==> src/rtl/tsnps_pkg.sv <==
// Shared types, constants and codes of the null packet stuffing scheduler.
`timescale 1ns / 1ps
`default_nettype none
package tsnps_pkg;

    localparam int unsigned CMD_W      = 3;
    localparam int unsigned TICKS_W    = 40;
    localparam int unsigned PKTCNT_W   = 20;
    localparam int unsigned STUFF_W    = 32;
    localparam int unsigned CARRY_W    = 11;
    localparam int unsigned HI_W       = 41;
    localparam int unsigned LO_W       = 72;
    localparam int unsigned STEP_W     = 6;
    localparam int unsigned APB_ADDR_W = 5;
    localparam int unsigned APB_DATA_W = 32;

    localparam logic [CMD_W-1:0] CMD_SEGMENT     = 3'd0;
    localparam logic [CMD_W-1:0] CMD_SEG_PACKET  = 3'd1;
    localparam logic [CMD_W-1:0] CMD_SEG_END     = 3'd2;
    localparam logic [CMD_W-1:0] CMD_INIT_PACKET = 3'd3;
    localparam logic [CMD_W-1:0] CMD_FINAL_PACKET = 3'd4;
    localparam logic [CMD_W-1:0] CMD_NO_SEGMENT  = 3'd5;

    localparam logic [2:0] REG_OUT_BITRATE    = 3'd0;
    localparam logic [2:0] REG_INITIAL_SHARE  = 3'd1;
    localparam logic [2:0] REG_FINAL_SHARE    = 3'd2;
    localparam logic [2:0] REG_USE_MEAS_INIT  = 3'd3;
    localparam logic [2:0] REG_USE_MEAS_FINAL = 3'd4;

    localparam logic OP_MUL = 1'b0;
    localparam logic OP_DIV = 1'b1;

    localparam logic [HI_W-1:0] CLOCK_HZ    = 41'd27000000;
    localparam logic [HI_W-1:0] PACKET_BITS = 41'd1504;
    localparam logic [24:0]     MAX_SEGMENT_PACKETS = 25'd1048576;

    localparam logic [STEP_W-1:0] MUL_STEPS   = 6'd32;
    localparam logic [STEP_W-1:0] DIV_T_STEPS = 6'd48;
    localparam logic [STEP_W-1:0] DIV_P_STEPS = 6'd39;
    localparam logic [STEP_W-1:0] DIV_S_STEPS = 6'd32;

    typedef struct packed {
        logic [31:0] out_bitrate;
        logic [15:0] initial_share;
        logic [15:0] final_share;
        logic        use_measured_initial;
        logic        use_measured_final;
    } t_cfg;

    typedef struct packed {
        logic              start;
        logic              op;
        logic [STEP_W-1:0] steps;
        logic [HI_W-1:0]   hi;
        logic [LO_W-1:0]   lo;
        logic [HI_W-1:0]   operand;
    } t_unit_req;

    typedef struct packed {
        logic            done;
        logic [HI_W-1:0] hi;
        logic [LO_W-1:0] lo;
    } t_unit_res;

endpackage
`default_nettype wire

==> src/rtl/tsnps_ifs.sv <==
// Valid/ready channel interfaces for the input items and the result items.
`timescale 1ns / 1ps
`default_nettype none
interface tsnps_in_if;
    logic        valid;
    logic        ready;
    logic [2:0]  command;
    logic [39:0] duration_ticks;
    logic [19:0] packet_count;

    modport source (output valid, command, duration_ticks, packet_count, input ready);
    modport sink (input valid, command, duration_ticks, packet_count, output ready);
endinterface

interface tsnps_out_if;
    logic        valid;
    logic        ready;
    logic [31:0] stuffing_count;
    logic        rate_exceeded;

    modport source (output valid, stuffing_count, rate_exceeded, input ready);
    modport sink (input valid, stuffing_count, rate_exceeded, output ready);
endinterface
`default_nettype wire

==> src/rtl/tsnps_cfg.sv <==
// APB register file holding the bitrate and share settings.
`timescale 1ns / 1ps
`default_nettype none
module tsnps_cfg (
    input  wire logic                                i_clk,
    input  wire logic                                i_rst_n,
    input  wire logic                                psel,
    input  wire logic                                penable,
    input  wire logic                                pwrite,
    input  wire logic [tsnps_pkg::APB_ADDR_W-1:0]    paddr,
    input  wire logic [tsnps_pkg::APB_DATA_W-1:0]    pwdata,
    output logic      [tsnps_pkg::APB_DATA_W-1:0]    prdata,
    output logic                                     pready,
    output tsnps_pkg::t_cfg                          o_cfg
);

    tsnps_pkg::t_cfg r_cfg;
    tsnps_pkg::t_cfg n_cfg;
    logic [2:0]      reg_idx;
    logic            wr_en;

    assign reg_idx = paddr[4:2];
    assign wr_en   = psel && penable && pwrite;
    assign pready  = 1'b1;
    assign o_cfg   = r_cfg;

    always_comb begin
        n_cfg = r_cfg;
        if (wr_en) begin
            unique case (reg_idx)
                tsnps_pkg::REG_OUT_BITRATE:    n_cfg.out_bitrate = pwdata;
                tsnps_pkg::REG_INITIAL_SHARE:  n_cfg.initial_share = pwdata[15:0];
                tsnps_pkg::REG_FINAL_SHARE:    n_cfg.final_share = pwdata[15:0];
                tsnps_pkg::REG_USE_MEAS_INIT:  n_cfg.use_measured_initial = pwdata[0];
                tsnps_pkg::REG_USE_MEAS_FINAL: n_cfg.use_measured_final = pwdata[0];
                default: n_cfg = r_cfg;
            endcase
        end
    end

    always_comb begin
        unique case (reg_idx)
            tsnps_pkg::REG_OUT_BITRATE:    prdata = r_cfg.out_bitrate;
            tsnps_pkg::REG_INITIAL_SHARE:  prdata = {16'd0, r_cfg.initial_share};
            tsnps_pkg::REG_FINAL_SHARE:    prdata = {16'd0, r_cfg.final_share};
            tsnps_pkg::REG_USE_MEAS_INIT:  prdata = {31'd0, r_cfg.use_measured_initial};
            tsnps_pkg::REG_USE_MEAS_FINAL: prdata = {31'd0, r_cfg.use_measured_final};
            default: prdata = '0;
        endcase
    end

    always_ff @(posedge i_clk) begin
        if (!i_rst_n) begin
            r_cfg.out_bitrate          <= 32'd1;
            r_cfg.initial_share        <= 16'd0;
            r_cfg.final_share          <= 16'd0;
            r_cfg.use_measured_initial <= 1'b1;
            r_cfg.use_measured_final   <= 1'b1;
        end else begin
            r_cfg <= n_cfg;
        end
    end

endmodule
`default_nettype wire

==> src/rtl/tsnps_unit.sv <==
// Shared iterative unit: shift-add multiplier and restoring divider on one adder.
`timescale 1ns / 1ps
`default_nettype none
module tsnps_unit (
    input  wire logic                  i_clk,
    input  wire logic                  i_rst_n,
    input  wire tsnps_pkg::t_unit_req  i_req,
    output tsnps_pkg::t_unit_res       o_res
);

    logic                           r_busy, n_busy;
    logic                           r_done, n_done;
    logic                           r_op, n_op;
    logic [tsnps_pkg::STEP_W-1:0]   r_cnt, n_cnt;
    logic [tsnps_pkg::HI_W-1:0]     r_hi, n_hi;
    logic [tsnps_pkg::LO_W-1:0]     r_lo, n_lo;
    logic [tsnps_pkg::HI_W-1:0]     r_b, n_b;
    logic [tsnps_pkg::HI_W-1:0]     add_a;
    logic [tsnps_pkg::HI_W-1:0]     add_b;
    logic [tsnps_pkg::HI_W:0]       sum;
    logic                           is_div;

    assign is_div = (r_op == tsnps_pkg::OP_DIV);
    assign add_a  = is_div ? {r_hi[39:0], r_lo[71]} : r_hi;
    assign add_b  = is_div ? ~r_b : r_b;
    assign sum    = {1'b0, add_a} + {1'b0, add_b} + {41'd0, is_div};

    always_comb begin
        n_busy = r_busy;
        n_done = 1'b0;
        n_op   = r_op;
        n_cnt  = r_cnt;
        n_hi   = r_hi;
        n_lo   = r_lo;
        n_b    = r_b;
        if (i_req.start) begin
            n_busy = 1'b1;
            n_op   = i_req.op;
            n_cnt  = i_req.steps;
            n_hi   = i_req.hi;
            n_lo   = i_req.lo;
            n_b    = i_req.operand;
        end else if (r_busy) begin
            n_cnt  = r_cnt - 6'd1;
            n_busy = (r_cnt != 6'd1);
            n_done = (r_cnt == 6'd1);
            if (is_div) begin
                n_hi = sum[41] ? sum[40:0] : add_a;
                n_lo = {r_lo[70:0], sum[41]};
            end else if (r_lo[0]) begin
                n_hi = sum[41:1];
                n_lo = {sum[0], r_lo[71:1]};
            end else begin
                n_hi = {1'b0, r_hi[40:1]};
                n_lo = {r_hi[0], r_lo[71:1]};
            end
        end
    end

    always_ff @(posedge i_clk) begin
        if (!i_rst_n) begin
            r_busy <= 1'b0;
            r_done <= 1'b0;
            r_op   <= tsnps_pkg::OP_MUL;
            r_cnt  <= '0;
        end else begin
            r_busy <= n_busy;
            r_done <= n_done;
            r_op   <= n_op;
            r_cnt  <= n_cnt;
        end
    end

    always_ff @(posedge i_clk) begin
        r_hi <= n_hi;
        r_lo <= n_lo;
        r_b  <= n_b;
    end

    assign o_res.done = r_done;
    assign o_res.hi   = r_hi;
    assign o_res.lo   = r_lo;

    a_no_start_busy: assert property (@(posedge i_clk) disable iff (!i_rst_n)
        i_req.start |-> !r_busy)
        else $error("A new operation was started while the unit was busy.");

    a_div_rem_bound: assert property (@(posedge i_clk) disable iff (!i_rst_n)
        r_busy && is_div |-> r_hi < r_b)
        else $error("The partial remainder reached the divisor.");

    a_done_idle: assert property (@(posedge i_clk) disable iff (!i_rst_n)
        r_done |-> !r_busy && $past(r_busy))
        else $error("Completion was flagged without a finished operation.");

endmodule
`default_nettype wire

==> src/rtl/ts_null_packet_stuffing_scheduler.sv <==
// Top level of the constant-bitrate null packet stuffing scheduler.
//
//  Channel  Dir  Handshake          Payload
//  i_in     in   valid/ready        command, duration_ticks, packet_count
//  o_out    out  valid/ready        stuffing_count, rate_exceeded
//  APB      in   psel/penable       paddr, pwdata, prdata (pready always high)
//
// A segment result is built in steps after acceptance: a load of the shared adder before each run
// (a 32-step multiply, then divides of 48, 39 and 32 steps), a store of the share and the placing
// of the result. A flagged segment skips the last divide.
// Every other command places its result at the accepting edge, so it is valid in the next cycle.
// Synchronous active-low reset clears the segment state and loads register defaults.
// A stalled output holds the result, and no new item is taken until it can be placed.
`timescale 1ns / 1ps
`default_nettype none
module ts_null_packet_stuffing_scheduler #(
    parameter logic [24:0] MAX_SEG_PACKETS = tsnps_pkg::MAX_SEGMENT_PACKETS
) (
    input  wire logic                              i_clk,
    input  wire logic                              i_rst_n,
    tsnps_in_if.sink                               i_in,
    tsnps_out_if.source                            o_out,
    input  wire logic                              psel,
    input  wire logic                              penable,
    input  wire logic                              pwrite,
    input  wire logic [tsnps_pkg::APB_ADDR_W-1:0]  paddr,
    input  wire logic [tsnps_pkg::APB_DATA_W-1:0]  pwdata,
    output logic      [tsnps_pkg::APB_DATA_W-1:0]  prdata,
    output logic                                   pready
);

    localparam logic [2:0] S_IDLE   = 3'd0;
    localparam logic [2:0] S_MUL    = 3'd1;
    localparam logic [2:0] S_DIV_T  = 3'd2;
    localparam logic [2:0] S_DIV_P  = 3'd3;
    localparam logic [2:0] S_DIV_S  = 3'd4;
    localparam logic [2:0] S_FIN    = 3'd5;

    tsnps_pkg::t_cfg       cfg;
    tsnps_pkg::t_unit_req  unit_req;
    tsnps_pkg::t_unit_res  unit_res;

    logic [2:0]   r_state, n_state;
    logic [19:0]  r_count, n_count;
    logic         r_flag, n_flag;
    logic [31:0]  r_share, n_share;
    logic [19:0]  r_residue, n_residue;
    logic [31:0]  r_remaining, n_remaining;
    logic [10:0]  r_carry, n_carry;
    logic         r_out_valid, n_out_valid;
    logic [31:0]  r_out_stuff, n_out_stuff;
    logic         r_out_flag, n_out_flag;

    logic         out_free;
    logic         accept;
    logic [71:0]  product;
    logic [48:0]  tbits;
    logic [39:0]  pkt_diff;
    logic [31:0]  rem_sat;
    logic         exceed;
    logic         res_bit;
    logic [32:0]  pkt_want;
    logic [31:0]  pkt_stuff;

    tsnps_cfg u_cfg (
        .i_clk   (i_clk),
        .i_rst_n (i_rst_n),
        .psel    (psel),
        .penable (penable),
        .pwrite  (pwrite),
        .paddr   (paddr),
        .pwdata  (pwdata),
        .prdata  (prdata),
        .pready  (pready),
        .o_cfg   (cfg)
    );

    tsnps_unit u_unit (
        .i_clk   (i_clk),
        .i_rst_n (i_rst_n),
        .i_req   (unit_req),
        .o_res   (unit_res)
    );

    assign out_free   = !r_out_valid || o_out.ready;
    assign i_in.ready = (r_state == S_IDLE) && out_free;
    assign accept     = i_in.valid && i_in.ready;

    assign product  = {unit_res.hi[39:0], unit_res.lo[71:40]};
    assign tbits    = {1'b0, unit_res.lo[47:0]} + {38'd0, r_carry};
    assign pkt_diff = {1'b0, unit_res.lo[38:0]} - {20'd0, r_count};
    assign rem_sat  = (pkt_diff[38:32] != 7'd0) ? 32'hFFFF_FFFF : pkt_diff[31:0];
    assign exceed   = (r_count == 20'd0) || ({5'd0, r_count} > MAX_SEG_PACKETS)
                      || pkt_diff[39];

    assign res_bit   = (r_residue != 20'd0);
    assign pkt_want  = {1'b0, r_share} + {32'd0, res_bit};
    assign pkt_stuff = (pkt_want > {1'b0, r_remaining}) ? r_remaining : pkt_want[31:0];

    always_comb begin
        n_state     = r_state;
        n_count     = r_count;
        n_flag      = r_flag;
        n_share     = r_share;
        n_residue   = r_residue;
        n_remaining = r_remaining;
        n_carry     = r_carry;
        n_out_valid = r_out_valid && !o_out.ready;
        n_out_stuff = r_out_stuff;
        n_out_flag  = r_out_flag;
        unit_req    = '0;

        unique case (r_state)
            S_IDLE: begin
                if (accept) begin
                    n_out_stuff = '0;
                    n_out_flag  = 1'b0;
                    unique case (i_in.command)
                        tsnps_pkg::CMD_SEGMENT: begin
                            n_count          = i_in.packet_count;
                            n_state          = S_MUL;
                            unit_req.start   = 1'b1;
                            unit_req.op      = tsnps_pkg::OP_MUL;
                            unit_req.steps   = tsnps_pkg::MUL_STEPS;
                            unit_req.hi      = '0;
                            unit_req.lo      = {40'd0, cfg.out_bitrate};
                            unit_req.operand = {1'b0, i_in.duration_ticks};
                        end
                        tsnps_pkg::CMD_SEG_PACKET: begin
                            n_out_valid = 1'b1;
                            n_out_stuff = pkt_stuff;
                            n_remaining = r_remaining - pkt_stuff;
                            n_residue   = r_residue - {19'd0, res_bit};
                        end
                        tsnps_pkg::CMD_SEG_END: begin
                            n_out_valid = 1'b1;
                            n_out_stuff = r_remaining;
                            n_remaining = '0;
                        end
                        tsnps_pkg::CMD_INIT_PACKET: begin
                            n_out_valid = 1'b1;
                            n_out_stuff = cfg.use_measured_initial ? r_share
                                          : {16'd0, cfg.initial_share};
                        end
                        tsnps_pkg::CMD_FINAL_PACKET: begin
                            n_out_valid = 1'b1;
                            n_out_stuff = cfg.use_measured_final ? r_share
                                          : {16'd0, cfg.final_share};
                        end
                        tsnps_pkg::CMD_NO_SEGMENT: begin
                            n_out_valid = 1'b1;
                            n_remaining = '0;
                            n_residue   = '0;
                            n_carry     = '0;
                        end
                        default: begin
                            n_out_valid = 1'b1;
                        end
                    endcase
                end
            end
            S_MUL: begin
                if (unit_res.done) begin
                    n_state          = S_DIV_T;
                    unit_req.start   = 1'b1;
                    unit_req.op      = tsnps_pkg::OP_DIV;
                    unit_req.steps   = tsnps_pkg::DIV_T_STEPS;
                    unit_req.hi      = {17'd0, product[71:48]};
                    unit_req.lo      = {product[47:0], 24'd0};
                    unit_req.operand = tsnps_pkg::CLOCK_HZ;
                end
            end
            S_DIV_T: begin
                if (unit_res.done) begin
                    n_state          = S_DIV_P;
                    unit_req.start   = 1'b1;
                    unit_req.op      = tsnps_pkg::OP_DIV;
                    unit_req.steps   = tsnps_pkg::DIV_P_STEPS;
                    unit_req.hi      = {31'd0, tbits[48:39]};
                    unit_req.lo      = {tbits[38:0], 33'd0};
                    unit_req.operand = tsnps_pkg::PACKET_BITS;
                end
            end
            S_DIV_P: begin
                if (unit_res.done) begin
                    if (exceed) begin
                        n_flag      = 1'b1;
                        n_share     = '0;
                        n_residue   = '0;
                        n_remaining = '0;
                        n_carry     = '0;
                        n_state     = S_FIN;
                    end else begin
                        n_flag           = 1'b0;
                        n_remaining      = rem_sat;
                        n_carry          = unit_res.hi[10:0];
                        n_state          = S_DIV_S;
                        unit_req.start   = 1'b1;
                        unit_req.op      = tsnps_pkg::OP_DIV;
                        unit_req.steps   = tsnps_pkg::DIV_S_STEPS;
                        unit_req.hi      = '0;
                        unit_req.lo      = {rem_sat, 40'd0};
                        unit_req.operand = {21'd0, r_count};
                    end
                end
            end
            S_DIV_S: begin
                if (unit_res.done) begin
                    n_share   = unit_res.lo[31:0];
                    n_residue = unit_res.hi[19:0];
                    n_state   = S_FIN;
                end
            end
            S_FIN: begin
                if (out_free) begin
                    n_out_valid = 1'b1;
                    n_out_stuff = '0;
                    n_out_flag  = r_flag;
                    n_state     = S_IDLE;
                end
            end
            default: begin
                n_state = S_IDLE;
            end
        endcase
    end

    always_ff @(posedge i_clk) begin
        if (!i_rst_n) begin
            r_state     <= S_IDLE;
            r_flag      <= 1'b0;
            r_share     <= '0;
            r_residue   <= '0;
            r_remaining <= '0;
            r_carry     <= '0;
            r_out_valid <= 1'b0;
        end else begin
            r_state     <= n_state;
            r_flag      <= n_flag;
            r_share     <= n_share;
            r_residue   <= n_residue;
            r_remaining <= n_remaining;
            r_carry     <= n_carry;
            r_out_valid <= n_out_valid;
        end
    end

    always_ff @(posedge i_clk) begin
        r_count     <= n_count;
        r_out_stuff <= n_out_stuff;
        r_out_flag  <= n_out_flag;
    end

    assign o_out.valid          = r_out_valid;
    assign o_out.stuffing_count = r_out_stuff;
    assign o_out.rate_exceeded  = r_out_flag;

    a_ready_only_idle: assert property (@(posedge i_clk) disable iff (!i_rst_n)
        i_in.ready |-> r_state == S_IDLE)
        else $error("An item was offered acceptance while a segment was in progress.");

    a_unit_done_busy: assert property (@(posedge i_clk) disable iff (!i_rst_n)
        unit_res.done |-> r_state != S_IDLE && r_state != S_FIN)
        else $error("The shared unit finished while no segment was in progress.");

    a_fin_count: assert property (@(posedge i_clk) disable iff (!i_rst_n)
        (r_state == S_FIN) && !r_flag |-> r_count != 20'd0)
        else $error("A segment with no packets was not flagged.");

    a_flag_segment_only: assert property (@(posedge i_clk) disable iff (!i_rst_n)
        $rose(r_out_valid) && r_out_flag |-> $past(r_state) == S_FIN)
        else $error("The rate flag was raised outside a segment result.");

endmodule
`default_nettype wire
==> src/flat_wrapper.sv <==
// flat-port wrapper written by rule: the top's interface ports become plain ports
module ts_null_packet_stuffing_scheduler_flat 
#(
    parameter logic [24:0] MAX_SEG_PACKETS = tsnps_pkg::MAX_SEGMENT_PACKETS
)
  (i_clk, i_rst_n, psel, penable, pwrite, paddr, pwdata, prdata, pready, i_in_valid, i_in_command, i_in_duration_ticks, i_in_packet_count, i_in_ready, o_out_valid, o_out_stuffing_count, o_out_rate_exceeded, o_out_ready);
  tsnps_in_if i_in_i ();
  tsnps_out_if o_out_i ();
  input  wire logic i_clk;
  input  wire logic i_rst_n;
  input  wire logic psel;
  input  wire logic penable;
  input  wire logic pwrite;
  input  wire logic [tsnps_pkg::APB_ADDR_W-1:0] paddr;
  input  wire logic [tsnps_pkg::APB_DATA_W-1:0] pwdata;
  output logic      [tsnps_pkg::APB_DATA_W-1:0] prdata;
  output logic pready;
  input wire logic [$bits(i_in_i.valid)-1:0] i_in_valid;
  input wire logic [$bits(i_in_i.command)-1:0] i_in_command;
  input wire logic [$bits(i_in_i.duration_ticks)-1:0] i_in_duration_ticks;
  input wire logic [$bits(i_in_i.packet_count)-1:0] i_in_packet_count;
  output wire logic [$bits(i_in_i.ready)-1:0] i_in_ready;
  output wire logic [$bits(o_out_i.valid)-1:0] o_out_valid;
  output wire logic [$bits(o_out_i.stuffing_count)-1:0] o_out_stuffing_count;
  output wire logic [$bits(o_out_i.rate_exceeded)-1:0] o_out_rate_exceeded;
  input wire logic [$bits(o_out_i.ready)-1:0] o_out_ready;
  assign i_in_i.valid = i_in_valid;
  assign i_in_i.command = i_in_command;
  assign i_in_i.duration_ticks = i_in_duration_ticks;
  assign i_in_i.packet_count = i_in_packet_count;
  assign i_in_ready = i_in_i.ready;
  assign o_out_valid = o_out_i.valid;
  assign o_out_stuffing_count = o_out_i.stuffing_count;
  assign o_out_rate_exceeded = o_out_i.rate_exceeded;
  assign o_out_i.ready = o_out_ready;
  ts_null_packet_stuffing_scheduler #(.MAX_SEG_PACKETS(MAX_SEG_PACKETS)) u_core (.i_clk(i_clk), .i_rst_n(i_rst_n), .i_in(i_in_i), .o_out(o_out_i), .psel(psel), .penable(penable), .pwrite(pwrite), .paddr(paddr), .pwdata(pwdata), .prdata(prdata), .pready(pready));
endmodule
==> config.mk <==
export PLATFORM = sky130hd
export DESIGN_NAME = ts_null_packet_stuffing_scheduler_flat
export DESIGN_NICKNAME = d
export VERILOG_FILES = /design/src/rtl/tsnps_pkg.sv /design/src/rtl/tsnps_ifs.sv /design/src/rtl/tsnps_cfg.sv /design/src/rtl/tsnps_unit.sv /design/src/rtl/ts_null_packet_stuffing_scheduler.sv /design/src/flat_wrapper.sv
export SDC_FILE = /design/constraint.sdc
export NUM_CORES = 1
export LEC_CHECK = 0
export BUFFER_PORTS_ARGS = -buffer_cell sky130_fd_sc_hd__buf_2
export CORE_MARGIN = 5
export CORE_UTILIZATION = 30
export DETAILED_ROUTE_END_ITERATION = 7
export HOLD_SLACK_MARGIN = 0.06
export PLACE_DENSITY = 0.45
export SLEW_MARGIN = 20
export SYNTH_ARGS = -nofsm -noshare
export SYNTH_HDL_FRONTEND = slang
export SYNTH_SLANG_ARGS = --single-unit
==> constraint.sdc <==
create_clock -name i_clk -period 6.15 [get_ports i_clk]
set_clock_uncertainty 0.15 [all_clocks]
set_input_delay 1.23 -clock i_clk [delete_from_list [all_inputs] [get_ports i_clk]]
set_output_delay 1.23 -clock i_clk [all_outputs]
set_load 0.005 [all_outputs]
==> results.rst <==
.. list-table::
   :header-rows: 1

   * - Metric
     - Value
   * - Setup violation total in the final timing report
     - 18
   * - Post-route fraction of the period consumed by the critical path
     - 106%
   * - Final antenna-violating net count
     - 0
   * - Fraction of the core area covered by cells at the end of the flow
     - 37.1%
   * - H-tree depth
     - 2
   * - Initial DRT Pass Iterations
     - 7
   * - Estimated wirelength of the detail-placed design
     - between 80000 and 90000 um
   * - Number of maximum-capacitance constraint violations
     - 0
   * - Final design area excluding fillers
     - between 30000 and 40000 um2
   * - GR Util All Layers
     - a little over a fifth
   * - Final-layout fill cell count
     - ~9500
   * - Die ar.
     - 98600 um2
   * - Area of the multi-input gates
     - 17500 um2
   * - Failing checks
     - setup timing
   * - Cell area after placement
     - approximately 31000 um2
   * - Average vias per placed instance
     - around 5.5
   * - Vert. Die Dim
     - about 310 um
   * - Max stage delay cell, worst path
     - sky130_fd_sc_hd__fa_2
   * - Initial cell density of the core
     - between 30% and 40%
   * - Kind of end point of the critical path
     - flip-flop
   * - Wire length of the first global-routing pass
     - approximately 170000 um
   * - Worst-Skew Late Latency
     - 630 ps
   * - Maximum clock path buffer count
     - 3
   * - Area of the mapped netlist
     - about 28000 um2
   * - Power per unit of standard cell area
     - between 200 and 250 nW/um2
   * - Combined flip-flop and latch cell area
     - about 9700 um2
   * - Hold/Removal Path Class
     - reg2reg
   * - Max rail drop VDD
     - 0.209 mV
   * - Overall Power
     - 8410 uW
   * - Largest incremental delay on the critical path
     - 410 ps
   * - Number of I/O pins
     - 175
   * - CTS tree
     - done
   * - Final critical delay including setup and external delays
     - ~6500 ps
   * - Number of placed cells counting well taps
     - between 4000 and 5000
   * - Avg WL per Cell
     - ~24 um
   * - Synth Register Bits
     - ~380
   * - Number of flops mapped to enable cells by yosys
     - approximately 210
   * - Peak Freq
     - about 0.15 GHz
   * - Cell Count, Final, Fillers Out
     - 4768
   * - Transition at the pin with the smallest max-transition slack
     - around 1100 ps
   * - RSZ-0062 raised after global routing
     - yes
   * - Most frequent cells after synthesis
     - 427 x sky130_fd_sc_hd__nand2_1, 280 x sky130_fd_sc_hd__a21oi_1, 217 x sky130_fd_sc_hd__nor2_1
   * - Number of buffers created by CTS
     - 50
   * - Floorplan die width
     - approximately 310 um
   * - Arrival time reported for the critical path endpoint
     - around 7000 ps
   * - Commonest register cell after synthesis
     - sky130_fd_sc_hd__edfxtp_1
   * - Layout cell share with drive strength beyond 1
     - about a fifth
   * - CTS clk-pin slew, worst paths
     - ~60 ps
   * - Number of DRC markers after the initial detailed-route iteration
     - 2017
   * - Maximum fanout count along the critical path
     - 6
   * - GRT overflow
     - 0
   * - Final critical-path setup slack
     - -360 ps
   * - Layout overhead on the synthesized area
     - 22.7%
   * - Routed wire length
     - between 100000 and 150000 um
   * - Synthesized area per cell
     - 8.57 um2
   * - Main area contributors after synthesis
     - sky130_fd_sc_hd__edfxtp_1 22%, sky130_fd_sc_hd__dfxtp_1 13%, sky130_fd_sc_hd__ha_1 6.4%
   * - Routability Congestion
     - around 0.90
   * - Fin. max-slew vios
     - 0
   * - Maximum number of pins on one net before global-route repair
     - 85
   * - Top cell type's share of synthesized area
     - 22.3%
   * - Cell row count
     - 111
   * - Root Driver
     - sky130_fd_sc_hd__clkbuf_16
   * - Clk sink count
     - ~380
   * - Number of instances on the worst hold path
     - 2
   * - Top cell by count, worst path
     - sky130_fd_sc_hd__buf_6
   * - Core box area
     - 91700 um2
   * - Synthesized netlist net count
     - around 3500
   * - Setup TNS
     - -2730 ps
   * - Setup crit start kind
     - flip-flop
   * - Hold bufs inserted after CTS
     - 0
   * - Slew Limit Headroom
     - 27.2%
   * - Number of antenna violations at the first check in global routing
     - 5
   * - Post-synth top area cell
     - sky130_fd_sc_hd__edfxtp_1
   * - NumNets Final
     - around 3800
   * - Lkg Pwr
     - approximately 0.013 uW
   * - Cell depth of the worst flop-to-flop path
     - 35
   * - Data required time of the critical path
     - ~6500 ps
   * - Share of synthesized registers carrying an async set or reset
     - 0%
   * - Outcome
     - finished, violations left
   * - Synthesized netlist cell count
     - approximately 3200
   * - Vias in the first global route
     - about 26000
   * - Type of the setup path with the least slack
     - reg2reg
   * - Warning count from the yosys run
     - 0
   * - Sequential element share of the synthesized area
     - between 30% and 40%
   * - Count of buffers from port buffering
     - 171
   * - Most frequently used cell type in the post-synthesis netlist
     - sky130_fd_sc_hd__nand2_1
   * - Total number of vias
     - about 26000
   * - DRC Markers
     - 0
   * - Final hold violation count
     - 0
   * - Count of unique library cells instantiated by Yosys
     - 87
placed cells by master (no fill, tap or decap), types with 31 or more instances in the layout:
cell type	instances
sky130_fd_sc_hd__and2_1	39
sky130_fd_sc_hd__nand4_1	40
sky130_fd_sc_hd__mux2_2	52
sky130_fd_sc_hd__a222oi_1	50
sky130_fd_sc_hd__a22oi_1	41
sky130_fd_sc_hd__ha_1	130
sky130_fd_sc_hd__nor2b_1	32
sky130_fd_sc_hd__nor2_1	204
sky130_fd_sc_hd__buf_4	279
sky130_fd_sc_hd__buf_2	171
sky130_fd_sc_hd__a21oi_1	268
sky130_fd_sc_hd__inv_1	107
sky130_fd_sc_hd__mux2i_1	136
sky130_fd_sc_hd__nand3_1	107
sky130_fd_sc_hd__xor2_1	112
sky130_fd_sc_hd__clkbuf_16	55
sky130_fd_sc_hd__o21a_1	35
sky130_fd_sc_hd__a21o_1	51
sky130_fd_sc_hd__o21ai_0	150
sky130_fd_sc_hd__nand2_1	423
sky130_fd_sc_hd__edfxtp_1	206
sky130_fd_sc_hd__dfxtp_1	166
sky130_fd_sc_hd__nor3_1	31
sky130_fd_sc_hd__xnor2_1	102
sky130_fd_sc_hd__a211oi_1	57
final cells by class:
class / count / area share, %
diodes: 1 / 0.00736
clock buffers: 72 / 4.44
clock inverters: 21 / 0.508
inverters: 110 / 1.24
multi-input cells: 2529 / 51.5
flip-flops and latches: 381 / 28.5
well taps: 1186 / 4.36
repair buffers: 468 / 9.38
sequential cells by signal, indices dropped and copies added (netlist names):
register	cells
u_core.o_out.valid	1
u_core.r_state	3
u_core.r_count	20
u_core.r_carry	11
u_core.u_unit.r_b	40
u_core.o_out.rate_exceeded	1
u_core.r_share	32
u_core.r_flag	1
u_core.u_unit.is_div	1
u_core.u_unit.r_busy	1
u_core.u_cfg.o_cfg	66
u_core.u_unit.r_done	1
u_core.u_unit.r_hi	41
u_core.r_residue	20
u_core.u_unit.r_cnt	6
u_core.u_unit.r_lo	72
u_core.r_remaining	32
u_core.o_out.stuffing_count	32
critical path, delay by kind of cell (launching register included):
kind            cells  cell delay, ps
compound gates     10            1680
xor+xnor            2             270
flops               1             350
simple gates       13            2020
buf+inv             6             820
mux                 1             180
fa+ha+maj           3             870
final timing paths:
check	to	slack, ps	start
min	u_core.r_carry[0]	310	u_core.r_carry[0]
max reg2reg	u_core.r_remaining[24]	-360	u_core.r_residue[17]
min reg2reg	u_core.r_carry[0]	310	u_core.r_carry[0]
max	u_core.r_remaining[24]	-360	u_core.r_residue[17]
report_power, final:
part,internal [uW],switching [uW],total (uW)
Combinational,1170,1280,2450
Sequential,2790,118,2910
Clock,1790,1260,3060
Total,5750,2660,8410
per-stage QoR:
stage | worst slack, ps | hold slack [ps]
after floorplan | 4.30 | 286
after global placement | -976 | 296
after detailed placement | -1030 | 304
after CTS | -243 | 312
after global routing | -606 | 338
final | -360 | 311
per-layer routing:
layer / routed length [um] / global-route usage, % / up-vias
met4: 4820 / 8.36 / 2
met5: 13 / 0 / -
li1: - / - / 12600
met1: 48200 / 28.3 / 12700
met2: 52800 / 36.6 / 802
met3: 6270 / 3.59 / 178
cells by family after synthesis:
| kind of cell | Yosys count | synth area share, % |
|---|---|---|
| mux | 190 | 7.14 |
| xor+xnor | 220 | 6.95 |
| fa+ha+maj | 145 | 6.65 |
| flops | 381 | 34.9 |
| buf+inv | 326 | 4.60 |
| other cells | 1 | 0.0135 |
| simple gates | 1038 | 17.4 |
| compound gates | 935 | 22.3 |
timing repair:
item	CTS	global route
pin swaps	84	66
endpoints found under the setup margin	27	27
gates cloned	1	0
resized for setup	112	48
buffers inserted	23	20
Power figures use the tool's default switching activity.
